$ cat config.mk
export PLATFORM = sky130hd
export DESIGN_NAME = hash_slot_find_or_claim_core
export DESIGN_NICKNAME = d
export VERILOG_FILES = /design/src/rtl/hsfc_pkg.sv /design/src/rtl/hash_slot_find_or_claim_core.sv /design/src/rtl/hsfc_hash_unit.sv
export SDC_FILE = /design/constraint.sdc
export NUM_CORES = 2
export LEC_CHECK = 0
export BUFFER_PORTS_ARGS = -buffer_cell sky130_fd_sc_hd__buf_2
export CORE_MARGIN = 1.5
export CORE_UTILIZATION = 40
export DETAILED_ROUTE_END_ITERATION = 10
export PLACE_DENSITY = 0.6
export SLEW_MARGIN = 0
export SYNTH_ARGS = -nofsm -noshare
export SYNTH_HDL_FRONTEND = slang
export SYNTH_SLANG_ARGS = --single-unit
$ cat constraint.sdc
create_clock -name clock -period 17.8 [get_ports clock]
set_input_delay 1.78 -clock clock [delete_from_list [all_inputs] [get_ports clock]]
set_output_delay 1.78 -clock clock [all_outputs]
set_load 0.02 [all_outputs]
$ cat src/rtl/hsfc_pkg.sv
// Shared types and constants for the hash slot find-or-claim block.
// Holds the FNV-1a constants, field widths and sequencer state types.
// No dependencies.
`timescale 1ns / 1ps
`default_nettype none

package hsfc_pkg;

   // Field widths fixed by the item format.
   localparam int KEY_W      = 32;
   localparam int SIZE_W     = 7;
   localparam int SLOT_OUT_W = 6;
   // Width of the effective size and the remainder (the cap can reach 128).
   localparam int NUM_W      = 8;

   // Reset value of the table size register.
   localparam logic [SIZE_W-1:0] SIZE_RESET = 7'd64;

   // FNV-1a 32-bit constants.
   localparam logic [KEY_W-1:0] FNV_BASIS = 32'h811C_9DC5;
   localparam logic [KEY_W-1:0] FNV_PRIME = 32'h0100_0193;

   // Result status codes.
   localparam logic STATUS_OK   = 1'b0;
   localparam logic STATUS_FULL = 1'b1;

   // Hash unit sequencer states.
   typedef enum logic [1:0] {
      H_IDLE,
      H_MIX,
      H_MOD,
      H_DONE
   } hsfc_hstate_type;

   // Top-level sequencer states.
   typedef enum logic [1:0] {
      S_IDLE,
      S_HASH,
      S_PROBE,
      S_CMP
   } hsfc_state_type;

endpackage

`default_nettype wire

$ cat src/rtl/hash_slot_find_or_claim_core.sv
// Find-or-claim lookup in a linear-probing hash table of 32-bit keys.
// Depends on hsfc_pkg and hsfc_hash_unit.
//
// Usage:
//   An item enters on req_valid/req_ready carrying req_key. The block hashes
//   the key (FNV-1a), reduces it modulo the effective table size and probes
//   slots forward with wrap-around. It returns one item on rsp_valid/rsp_ready:
//   rsp_status (0 found or claimed, 1 table full), rsp_slot and
//   rsp_newly_claimed. The user must write the table size through csr_wr_en and
//   csr_wr_data only while the block is idle; the block does not enforce
//   this. 0 acts as 1, and sizes above the table depth act as the depth.
// Sequence:
//   Hashing runs the FNV-1a rounds on the shared multiplier, then the
//   remainder four bits at a time, then a handoff state. Each occupied slot
//   visited takes a key memory read, then a compare. The block works on one
//   item at a time; req_ready is high only while idle.
// Reset: all slots become empty and the size returns to 64; no clearing pass
//   is needed. A finished item waits in the output register if rsp_ready is
//   low; the next item may be taken meanwhile, and its completion waits until
//   the output register is free.
`timescale 1ns / 1ps
`default_nettype none

module hash_slot_find_or_claim_core #(
   parameter int TABLE_DEPTH = 64
) (
   input  logic                            clock,
   input  logic                            reset,
   input  logic                            req_valid,
   output logic                            req_ready,
   input  logic [hsfc_pkg::KEY_W-1:0]      req_key,
   output logic                            rsp_valid,
   input  logic                            rsp_ready,
   output logic                            rsp_status,
   output logic [hsfc_pkg::SLOT_OUT_W-1:0] rsp_slot,
   output logic                            rsp_newly_claimed,
   input  logic                            csr_wr_en,
   input  logic [hsfc_pkg::SIZE_W-1:0]     csr_wr_data
);

   localparam int KW     = hsfc_pkg::KEY_W;
   localparam int NW     = hsfc_pkg::NUM_W;
   localparam int SZW    = hsfc_pkg::SIZE_W;
   localparam int OSW    = hsfc_pkg::SLOT_OUT_W;
   // The size register cannot reach past 127, so slots beyond 128 are never used.
   localparam int SLOTS  = (TABLE_DEPTH < 128) ? TABLE_DEPTH : 128;
   localparam int SLOT_W = (SLOTS > 1) ? $clog2(SLOTS) : 1;

   hsfc_pkg::hsfc_state_type state_ff, state_in;

   logic [SZW-1:0]    size_ff;
   logic [KW-1:0]     key_ff;
   logic [NW-1:0]     num_ff;
   logic [NW-1:0]     num_eff;
   logic [SLOT_W-1:0] idx_ff, idx_in;
   logic [NW-1:0]     cnt_ff, cnt_in;
   logic [SLOTS-1:0]  used_ff;
   logic [KW-1:0]     key_mem [SLOTS];
   logic [KW-1:0]     rdata_ff;

   logic              rsp_valid_ff;
   logic              rsp_status_ff;
   logic [OSW-1:0]    rsp_slot_ff;
   logic              rsp_new_ff;

   logic              accept;
   logic              hash_done;
   logic [NW-1:0]     hash_rem;
   logic              out_free;
   logic              slot_free;
   logic              hit;
   logic              last;
   logic              at_end;
   logic              do_claim;
   logic              do_found;
   logic              do_full;
   logic              do_next;

   // Effective size: zero acts as one, large values clamp to the depth.
   always_comb begin
      if (size_ff == '0) begin
         num_eff = NW'(1);
      end else if (NW'(size_ff) > NW'(SLOTS)) begin
         num_eff = NW'(SLOTS);
      end else begin
         num_eff = NW'(size_ff);
      end
   end

   hsfc_hash_unit u_hash (
      .clock (clock),
      .reset (reset),
      .start (accept),
      .key   (req_key),
      .num   (num_eff),
      .done  (hash_done),
      .rem   (hash_rem)
   );

   // Probe decisions.
   assign out_free  = !rsp_valid_ff || rsp_ready;
   assign slot_free = !used_ff[idx_ff];
   assign hit       = (rdata_ff == key_ff);
   assign last      = (cnt_ff == num_ff - NW'(1));
   assign at_end    = (NW'(idx_ff) == num_ff - NW'(1));

   // Next state.
   always_comb begin
      state_in = state_ff;
      case (state_ff)
         hsfc_pkg::S_IDLE: begin
            if (req_valid) state_in = hsfc_pkg::S_HASH;
         end
         hsfc_pkg::S_HASH: begin
            if (hash_done) state_in = hsfc_pkg::S_PROBE;
         end
         hsfc_pkg::S_PROBE: begin
            if (!slot_free) begin
               state_in = hsfc_pkg::S_CMP;
            end else if (out_free) begin
               state_in = hsfc_pkg::S_IDLE;
            end
         end
         hsfc_pkg::S_CMP: begin
            if (!hit && !last) begin
               state_in = hsfc_pkg::S_PROBE;
            end else if (out_free) begin
               state_in = hsfc_pkg::S_IDLE;
            end
         end
         default: state_in = hsfc_pkg::S_IDLE;
      endcase
   end

   // Sequencer outputs.
   always_comb begin
      req_ready = 1'b0;
      do_claim  = 1'b0;
      do_found  = 1'b0;
      do_full   = 1'b0;
      do_next   = 1'b0;
      case (state_ff)
         hsfc_pkg::S_IDLE: begin
            req_ready = 1'b1;
         end
         hsfc_pkg::S_PROBE: begin
            do_claim = slot_free && out_free;
         end
         hsfc_pkg::S_CMP: begin
            do_found = hit && out_free;
            do_full  = !hit && last && out_free;
            do_next  = !hit && !last;
         end
         default: begin
            req_ready = 1'b0;
         end
      endcase
   end

   assign accept = req_valid && req_ready;

   // Probe index and probe count.
   always_comb begin
      idx_in = idx_ff;
      cnt_in = cnt_ff;
      if (hash_done && state_ff == hsfc_pkg::S_HASH) begin
         idx_in = hash_rem[SLOT_W-1:0];
         cnt_in = '0;
      end else if (do_next) begin
         idx_in = at_end ? '0 : idx_ff + SLOT_W'(1);
         cnt_in = cnt_ff + NW'(1);
      end
   end

   // Control registers.
   always_ff @(posedge clock) begin
      if (reset) begin
         state_ff     <= hsfc_pkg::S_IDLE;
         size_ff      <= hsfc_pkg::SIZE_RESET;
         used_ff      <= '0;
         rsp_valid_ff <= 1'b0;
      end else begin
         state_ff <= state_in;
         if (csr_wr_en) begin
            size_ff <= csr_wr_data;
         end
         if (do_claim) begin
            used_ff[idx_ff] <= 1'b1;
         end
         if (do_claim || do_found || do_full) begin
            rsp_valid_ff <= 1'b1;
         end else if (rsp_ready) begin
            rsp_valid_ff <= 1'b0;
         end
      end
   end

   // Item payload, probe state and result registers.
   always_ff @(posedge clock) begin
      if (accept) begin
         key_ff <= req_key;
         num_ff <= num_eff;
      end
      idx_ff <= idx_in;
      cnt_ff <= cnt_in;
      if (do_claim || do_found) begin
         rsp_status_ff <= hsfc_pkg::STATUS_OK;
         rsp_slot_ff   <= OSW'(idx_ff);
         rsp_new_ff    <= do_claim;
      end else if (do_full) begin
         rsp_status_ff <= hsfc_pkg::STATUS_FULL;
         rsp_slot_ff   <= '0;
         rsp_new_ff    <= 1'b0;
      end
   end

   // Key memory: written when a slot is claimed, read data registered.
   always_ff @(posedge clock) begin
      if (do_claim) begin
         key_mem[idx_ff] <= key_ff;
      end
      rdata_ff <= key_mem[idx_ff];
   end

   assign rsp_valid         = rsp_valid_ff;
   assign rsp_status        = rsp_status_ff;
   assign rsp_slot          = rsp_slot_ff;
   assign rsp_newly_claimed = rsp_new_ff;

endmodule

`default_nettype wire

$ cat src/rtl/hsfc_hash_unit.sv
// Iterative FNV-1a hash followed by a remainder by the effective table size.
// One shared multiplier does a byte per cycle; the remainder takes four bits a cycle.
// Depends on hsfc_pkg.
`timescale 1ns / 1ps
`default_nettype none

module hsfc_hash_unit (
   input  logic                       clock,
   input  logic                       reset,
   input  logic                       start,
   input  logic [hsfc_pkg::KEY_W-1:0] key,
   input  logic [hsfc_pkg::NUM_W-1:0] num,
   output logic                       done,
   output logic [hsfc_pkg::NUM_W-1:0] rem
);

   localparam int KW = hsfc_pkg::KEY_W;
   localparam int NW = hsfc_pkg::NUM_W;

   hsfc_pkg::hsfc_hstate_type state_ff, state_in;

   logic [KW-1:0]   hash_ff, hash_in;
   logic [KW-1:0]   key_ff, key_in;
   logic [NW-1:0]   num_ff, num_in;
   logic [NW-1:0]   rem_ff, rem_in;
   logic [2:0]      cnt_ff, cnt_in;

   logic [KW-1:0]   product;
   logic [KW-1:0]   mixed;
   logic [NW-1:0]   rem_step;

   // One FNV-1a round on the lowest remaining key byte, kept modulo 2^32.
   assign mixed   = hash_ff ^ {{(KW-8){1'b0}}, key_ff[7:0]};
   assign product = mixed * hsfc_pkg::FNV_PRIME;

   // Four restoring remainder steps, most significant hash bits first.
   always_comb begin
      logic [NW-1:0] r;
      r = rem_ff;
      for (int j = 0; j < 4; j++) begin
         r = {r[NW-2:0], hash_ff[KW-1-j]};
         if (r >= num_ff) begin
            r = r - num_ff;
         end
      end
      rem_step = r;
   end

   // Next state.
   always_comb begin
      state_in = state_ff;
      case (state_ff)
         hsfc_pkg::H_IDLE: begin
            if (start) state_in = hsfc_pkg::H_MIX;
         end
         hsfc_pkg::H_MIX: begin
            if (cnt_ff == 3'd3) state_in = hsfc_pkg::H_MOD;
         end
         hsfc_pkg::H_MOD: begin
            if (cnt_ff == 3'd7) state_in = hsfc_pkg::H_DONE;
         end
         hsfc_pkg::H_DONE: begin
            state_in = hsfc_pkg::H_IDLE;
         end
         default: state_in = hsfc_pkg::H_IDLE;
      endcase
   end

   // Datapath updates per state.
   always_comb begin
      hash_in = hash_ff;
      key_in  = key_ff;
      num_in  = num_ff;
      rem_in  = rem_ff;
      cnt_in  = cnt_ff;
      case (state_ff)
         hsfc_pkg::H_IDLE: begin
            hash_in = hsfc_pkg::FNV_BASIS;
            key_in  = key;
            num_in  = num;
            rem_in  = '0;
            cnt_in  = '0;
         end
         hsfc_pkg::H_MIX: begin
            hash_in = product;
            key_in  = key_ff >> 8;
            cnt_in  = (cnt_ff == 3'd3) ? 3'd0 : cnt_ff + 3'd1;
         end
         hsfc_pkg::H_MOD: begin
            hash_in = hash_ff << 4;
            rem_in  = rem_step;
            cnt_in  = cnt_ff + 3'd1;
         end
         default: begin
            cnt_in = '0;
         end
      endcase
   end

   // Outputs.
   always_comb begin
      done = (state_ff == hsfc_pkg::H_DONE);
      rem  = rem_ff;
   end

   always_ff @(posedge clock) begin
      if (reset) begin
         state_ff <= hsfc_pkg::H_IDLE;
      end else begin
         state_ff <= state_in;
      end
   end

   always_ff @(posedge clock) begin
      hash_ff <= hash_in;
      key_ff  <= key_in;
      num_ff  <= num_in;
      rem_ff  <= rem_in;
      cnt_ff  <= cnt_in;
   end

endmodule

`default_nettype wire

* After elaboration in Yosys (flattened, before gate mapping)
Memories as Yosys holds them, arrays and structs flattened. A register that Yosys moved wholly into a read port is not among the register bits. Index checks and enable logic that the tools add are counted.
Cells by class: muxes and demuxes 41, eq/ne operators 16, $lt $le $gt $ge 7, $mul 1, add/subtract/negate cells 8, reductions and logical operators 26, bitwise gates (word level) 2
Operators by type and width (count):
- $pmux 32 s3 | 1
- $or 64x64->64 | 1
- $pmux 32 s2 | 1
- $mux 7 | 5
- $eq 32x32->1 | 1
- $ge 8x8->1 | 4
- $mul 32x25->32 const B | 1
- $xor 32x8->32 | 1
- $mux 6 | 5
- $sub 7x7->7 | 4
- $mux 2 | 8
- $pmux 2 s4 | 2
- $pmux 7 s2 | 1
- $mux 1 | 13
- $reduce_bool 2->1 | 5
- $add 8x1->8 const B | 1
- $eq 2x2->1 const B | 4
- $eq 6x8->1 | 1
- $eq 8x8->1 | 1
- $logic_and 1x1->1 | 8
- $mux 8 | 1
- $sub 8x1->8 const B | 1
- $gt 7x7->1 const B | 1
- $logic_not 7->1 | 1
- other kinds (19) | 29
Word-level totals: input port bits 44, logic and storage cells 119, register bits after elaboration 220, output and inout bits 10, memory bits (writable) 2048, memories kept 1
Memory list:
- key_mem | words 64, bits a word 32, rd ports 1, clocked after Yosys merged registers in 1, write ports 1, RTL line hash_slot_find_or_claim_core.sv:58 | logic [KW-1:0] key_mem [SLOTS];

* Logic depth before layout (Yosys ltp)
depth after elaboration 9, mapped depth 33, gate-level depth less buffers 33

* Modules after synthesis
From an unflattened synthesis, not the netlist that was laid out.
Second synthesis, totals: cells, all modules 5495, area total of the unflattened synthesis 91088.6 µm²
Modules (own cells, without submodules):
- hash_slot_find_or_claim_core | sequential area each 65362.7 µm², instances 1, cells an instance 4449, area each 80420.9 µm²
- hsfc_hash_unit | sequential area each 2502.4 µm², instances 1, cells an instance 1046, area each 10667.7 µm²

* Worst setup path after synthesis
Ideal clock, no wire load.
path kind register to register, start point reg u_hash.hash_ff[31], end point reg u_hash.rem_ff[0], in the netlist u_hash.rem[0] (data pin), required time 17.520 ns, path buffers 0, setup slack 10.446 ns, cell stages (with the launch flop) 33, clock period less this slack 7.354 ns, library setup time 0.280 ns, arrival 7.073 ns, cells stage by stage edfxtp_1 inv_1 ha_1 inv_1 fa_1 a211oi_1 o21ai_0 a21oi_2 mux2_2 fa_1 nand2b_1 a21oi_1 o221ai_1 o211ai_4 mux2_2 inv_1 ha_1 nor2b_1 nor2_1 o22ai_1 nor4_1 nor2_1 nor2_1 a21boi_0 fa_1 a21o_1 a21oi_1 nand2_1 a21o_1 a21oi_1 nor2b_1 a2111oi_4 mux2i_1
On the way: longest elaborated chain between the ends 9, elaborated cells between the ends (all ways) 12, those cells by class add/sub (3); order compare (4); mux (5)
RTL lines:
- start: declaration | RTL line hsfc_hash_unit.sv:22 | logic [KW-1:0] hash_ff, hash_in;
- start signal: assignment | RTL line hsfc_hash_unit.sv:115 | hash_ff <= hash_in;
- $sub 7x7->7 or $ge 8x8->1 (tied branches) | RTL line hsfc_hash_unit.sv:43, hsfc_hash_unit.sv:42
- $mux 7 (*) | RTL line hsfc_hash_unit.sv:42 | if (r >= num_ff) begin
- $sub 7x7->7 or $ge 8x8->1 (tied branches) | RTL line hsfc_hash_unit.sv:43, hsfc_hash_unit.sv:42
- $mux 7 (*) | RTL line hsfc_hash_unit.sv:42
- $sub 7x7->7 or $ge 8x8->1 (tied branches) | RTL line hsfc_hash_unit.sv:43, hsfc_hash_unit.sv:42
- $mux 7 (*) | RTL line hsfc_hash_unit.sv:42
- $ge 8x8->1 (*) | RTL line hsfc_hash_unit.sv:42
- $mux 7 (*) | RTL line hsfc_hash_unit.sv:42
- $pmux 7 s2 (*) | RTL line hsfc_hash_unit.sv:76 | case (state_ff)
- end signal: assignment | RTL line hsfc_hash_unit.sv:118 | rem_ff <= rem_in;
- end: declaration | RTL line hsfc_hash_unit.sv:25 | logic [NW-1:0] rem_ff, rem_in;
Mark *: on every way between the ends. The rest lies on a longest branch, timed or not. A chain may end at the register's enable or synchronous reset.

* Final worst setup path
start point reg u_hash.num_ff[1], end point reg u_hash.rem_ff[6], in the netlist u_hash.rem[6] (data pin)
On the way: longest elaborated chain between the ends 9, elaborated cells between the ends (all ways) 13, those cells by class add/sub (4); order compare (4); mux (5)
RTL lines:
- start: declaration | RTL line hsfc_hash_unit.sv:24 | logic [NW-1:0] num_ff, num_in;
- start signal: assignment | RTL line hsfc_hash_unit.sv:117 | num_ff <= num_in;
- $sub 7x7->7 or $ge 8x8->1 (tied branches) | RTL line hsfc_hash_unit.sv:43, hsfc_hash_unit.sv:42
- $mux 7 | RTL line hsfc_hash_unit.sv:42
- $sub 7x7->7 or $ge 8x8->1 (tied branches) | RTL line hsfc_hash_unit.sv:43, hsfc_hash_unit.sv:42
- $mux 7 | RTL line hsfc_hash_unit.sv:42
- $sub 7x7->7 or $ge 8x8->1 (tied branches) | RTL line hsfc_hash_unit.sv:43, hsfc_hash_unit.sv:42
- $mux 7 | RTL line hsfc_hash_unit.sv:42
- $sub 7x7->7 or $ge 8x8->1 (tied branches) | RTL line hsfc_hash_unit.sv:43, hsfc_hash_unit.sv:42
- $mux 7 (*) | RTL line hsfc_hash_unit.sv:42
- $pmux 7 s2 (*) | RTL line hsfc_hash_unit.sv:76
Marked as above.

==> out/metrics.yaml <==
power:
  finalPower_w: 0.01902
  peak_supply_drop_mv: 0.7087
  p_leak_nw: 32.97
  pwr_density_cell_nw_per_um2: 185.4
floorplanning:
  die_y_um: 479.1
  die_x_um: 479.1
  rows: 174
  placeableCoreArea_sq_um: 225100
  num_io_pins: 54
  initial_core_util_pct: 40.28
  floorplan.die_area_sq_um: 229600
cells_and_area:
  area_growth_pct: 13.15
  drive_above_1_share_pct: 12.12
  nNetsFinal: 5899
  commonest_non_fill_non_tap_cell_in_the_layout: "sky130_fd_sc_hd__edfxtp_1"
  layout_common_cells: "2,178 x sky130_fd_sc_hd__edfxtp_1, 770 x sky130_fd_sc_hd__a22oi_1, 249 x sky130_fd_sc_hd__inv_1, 225 x sky130_fd_sc_hd__ha_1, 225 x sky130_fd_sc_hd__clkbuf_16"
  post-route-cell-area_sq_um: 102600
  instances_no_fill: 8739
clock_network:
  postCtsSetupBuffers: 0
  tritoncts.num_buffers: 222
  cts_sinks: 2298
  clkSlewWorstSetupHoldPaths_ns: 0.06
  clockBufferDepth: 3
  number_of_levels_in_the_clock_h_tree: 4
  cts_hold_buffers: 0
  cts.root.buffer_cell: "sky130_fd_sc_hd__clkbuf_16"
  cts.repair.resized: 0
  tritoncts: "yes"
  clock_latency_ns: 0.89
routing:
  routed-via-count: 52660
  drt-wirelength-per-cell_um: 29.93
  ant_nets: 0
  detail_route.vias_per_cell: 6.026
  detail_route.drc_violations: 0
  drt_first_iter_violations: 7038
  drt-total-wl_um: 261600
  drt_pre_antenna_iters: 5
placement:
  place.port_buffers: 53
  gp_congestion: 0.8343
  dp.cells: 8319
  postPlaceCellArea_sq_um: 95350
  detailed_place_hpwl_um: 143200
synthesis:
  synth-seq-area-share_pct: 74.78
  synth-async-reset-ratio_pct: 0
  post_synth.cell_area_avg_sq_um: 16.74
  synthCells: 5416
  synth_enable_flop_cells: 2178
  yosys_warnings: 0
  syn_area_sq_um: 90680
  number_of_distinct_library_cells_after_synthesis: 78
  syn_nets: 5764
  yosys_most_used_dff: "sky130_fd_sc_hd__edfxtp_1"
  synth-seq-cells: 2298
worst_setup_path:
  critPathArrivalTime_ns: 9.28
  r2r-start: "u_hash.num_ff[1]"
  rrSetupSlack_ns: 9.07
  worstSetupPathType: "reg2reg"
  critical-path-slowest-cell: "sky130_fd_sc_hd__a2111oi_4"
  crit_required_ns: 18.35
  cpPeakStageDelay_ns: 0.69
  regToRegEndpoint: "u_hash.rem[6]"
  reg2regPathDepth: 30
  worstPathMaxFanout: 10
  worstSetupEndpointType: "flip-flop"
  timing.critical_path.from_type: "flip-flop"
outcome:
  run_status: "finished clean"
worst_hold_path:
  worst_hold_path.endpoint: "u_hash.cnt_ff[0]"
  hold_path_startpoint: "u_hash.cnt_ff[0]"
  min-delay-path-class: "reg2reg"
  worst_hold_path.num_cells: 1
sta:
  slew-limit-headroom_pct: 23.48
  setup_viol_count_final: 0
  highest_achievable_clock_rate_ghz: 0.1146
  finalMaxSlewViolations: 0
  finalHoldViolCount: 0
  layout_min_cycle_time_ns: 8.726
  ratio_of_final_minimum_period_to_clock_period_pct: 49.02
  worst_hold_slack_ns: 0.4318
  rsz_0062_raised_after_global_routing: "false"
  finalSetupTns_ns: 0
  tightestPinTransition_ns: 1.145
  worst_clock_skew_ns: 0.06702
flow_run:
  max_cap_viol_count: 0
grt:
  wire_length_of_the_first_global_routing_pass_um: 373100
  grt.total_usage_pct: 22.33
  grt_max_degree: 115
  grt_antenna_before_repair: 13
  first_global_vias: 50570
  grt_remaining_overflow: 0
worst max path at each step:
stage | startpoint | endpoint | slack (ns) | depth (start not counted)
CTS | u_hash.num_ff[1] | u_hash.rem[6] | 9.11 | 30
global route | u_hash.num_ff[1] | u_hash.rem[1] | 8.39 | 30
detailed placement | u_hash.num_ff[1] | u_hash.rem[6] | 9.16 | 30
floorplan | u_hash.hash_ff[31] | u_hash.rem[0] | 10.45 | 32
finish | u_hash.num_ff[1] | u_hash.rem[6] | 9.07 | 30
global placement | u_hash.num_ff[1] | u_hash.rem[5] | 9.16 | 30
power breakdown:
| part | internal (W) | switching (W) | leakage, nW |
|---|---|---|---|
| combinational | 0.00345 | 0.00473 | 8.73 |
| clock | 0.00262 | 0.00206 | 3.52 |
| sequential | 0.00608 | 0.0000827 | 20.7 |
state kept, by name, summed over array words and instances, names as in the netlist, 2 cells and up:
name	flops
key_mem	2048
used_ff	64
key_ff	32
rdata_ff	32
u_hash.hash_ff	32
u_hash.key_ff	32
cnt_ff	8
num_ff	7
size_ff	7
u_hash.num_ff	7
u_hash.rem	7
idx_ff	6
rsp_slot	6
u_hash.cnt_ff	3
state_ff	2
u_hash.state_ff	2
layer usage:
layer	share of wire, %	GRT usage [%]	routed length, um	vias up
li1	-	-	-	22370
met1	42	32.63	111100	27350
met2	46	34.62	120400	2604
met3	9.3	4.044	24290	347
met4	2.2	5.364	5811	2
met5	0.0050	0	13	-
cells by family (layout without fill, tap and decap cells):
family	count (synthesis)	count (layout)	synth area share (%)
AO/OA/AOI/OAI	1563	1563	13.02
XOR/XNOR	108	108	1.058
adder cells (fa/ha/maj)	304	304	4.840
buffers and inverters	567	894	2.471
flip-flops	2298	2298	74.78
multiplexers	68	68	0.8803
other	0	4	0
AND/OR/NAND/NOR	508	508	2.958
synth_stat cells (66+ instances only):
cell type / count / area (sq um)
sky130_fd_sc_hd__a21oi_1: 89 / 445.4
sky130_fd_sc_hd__a221oi_1: 136 / 1191
sky130_fd_sc_hd__a22o_1: 130 / 1139
sky130_fd_sc_hd__a22oi_1: 770 / 5781
sky130_fd_sc_hd__a31oi_1: 122 / 763.2
sky130_fd_sc_hd__a41oi_1: 78 / 683.2
sky130_fd_sc_hd__clkbuf_1: 212 / 795.8
sky130_fd_sc_hd__dfxtp_1: 120 / 2402
sky130_fd_sc_hd__edfxtp_1: 2178 / 65400
sky130_fd_sc_hd__fa_1: 78 / 1562
sky130_fd_sc_hd__ha_1: 226 / 2828
sky130_fd_sc_hd__inv_1: 250 / 938.4
sky130_fd_sc_hd__nand2_1: 87 / 326.6
sky130_fd_sc_hd__nand4_1: 66 / 412.9
sky130_fd_sc_hd__nor2_1: 112 / 420.4
cell type report:
class | instances | area (sq um)
Inverter | 253 | 949.7
Timing Repair Buffer | 225 | 1657
Antenna cell | 4 | 10.01
Clock inverter | 141 | 1405
Multi-Input combinational cell | 2551 | 21200
Sequential cell | 2298 | 67810
Tap cell | 2992 | 3744
Fill cell | 19310 | 122500
Clock buffer | 275 | 5838
metrics by stage:
stage,util [%],setup WS [ns]
global placement,42.36,9.155
floorplan,-,10.45
CTS,45.58,9.111
finish,45.58,9.074
detailed placement,42.36,9.161
global route,45.58,8.392
worst max-delay path: cells and delay by family, from the launching register on:
kind,cells,cell delay [ns]
flip-flops,1,0.46
multiplexers,3,1.02
AO/OA/AOI/OAI,13,3.54
adder cells (fa/ha/maj),4,1.60
AND/OR/NAND/NOR,8,1.49
buffers and inverters,2,0.31
Note: power is estimated with default switching activity, not from simulation.
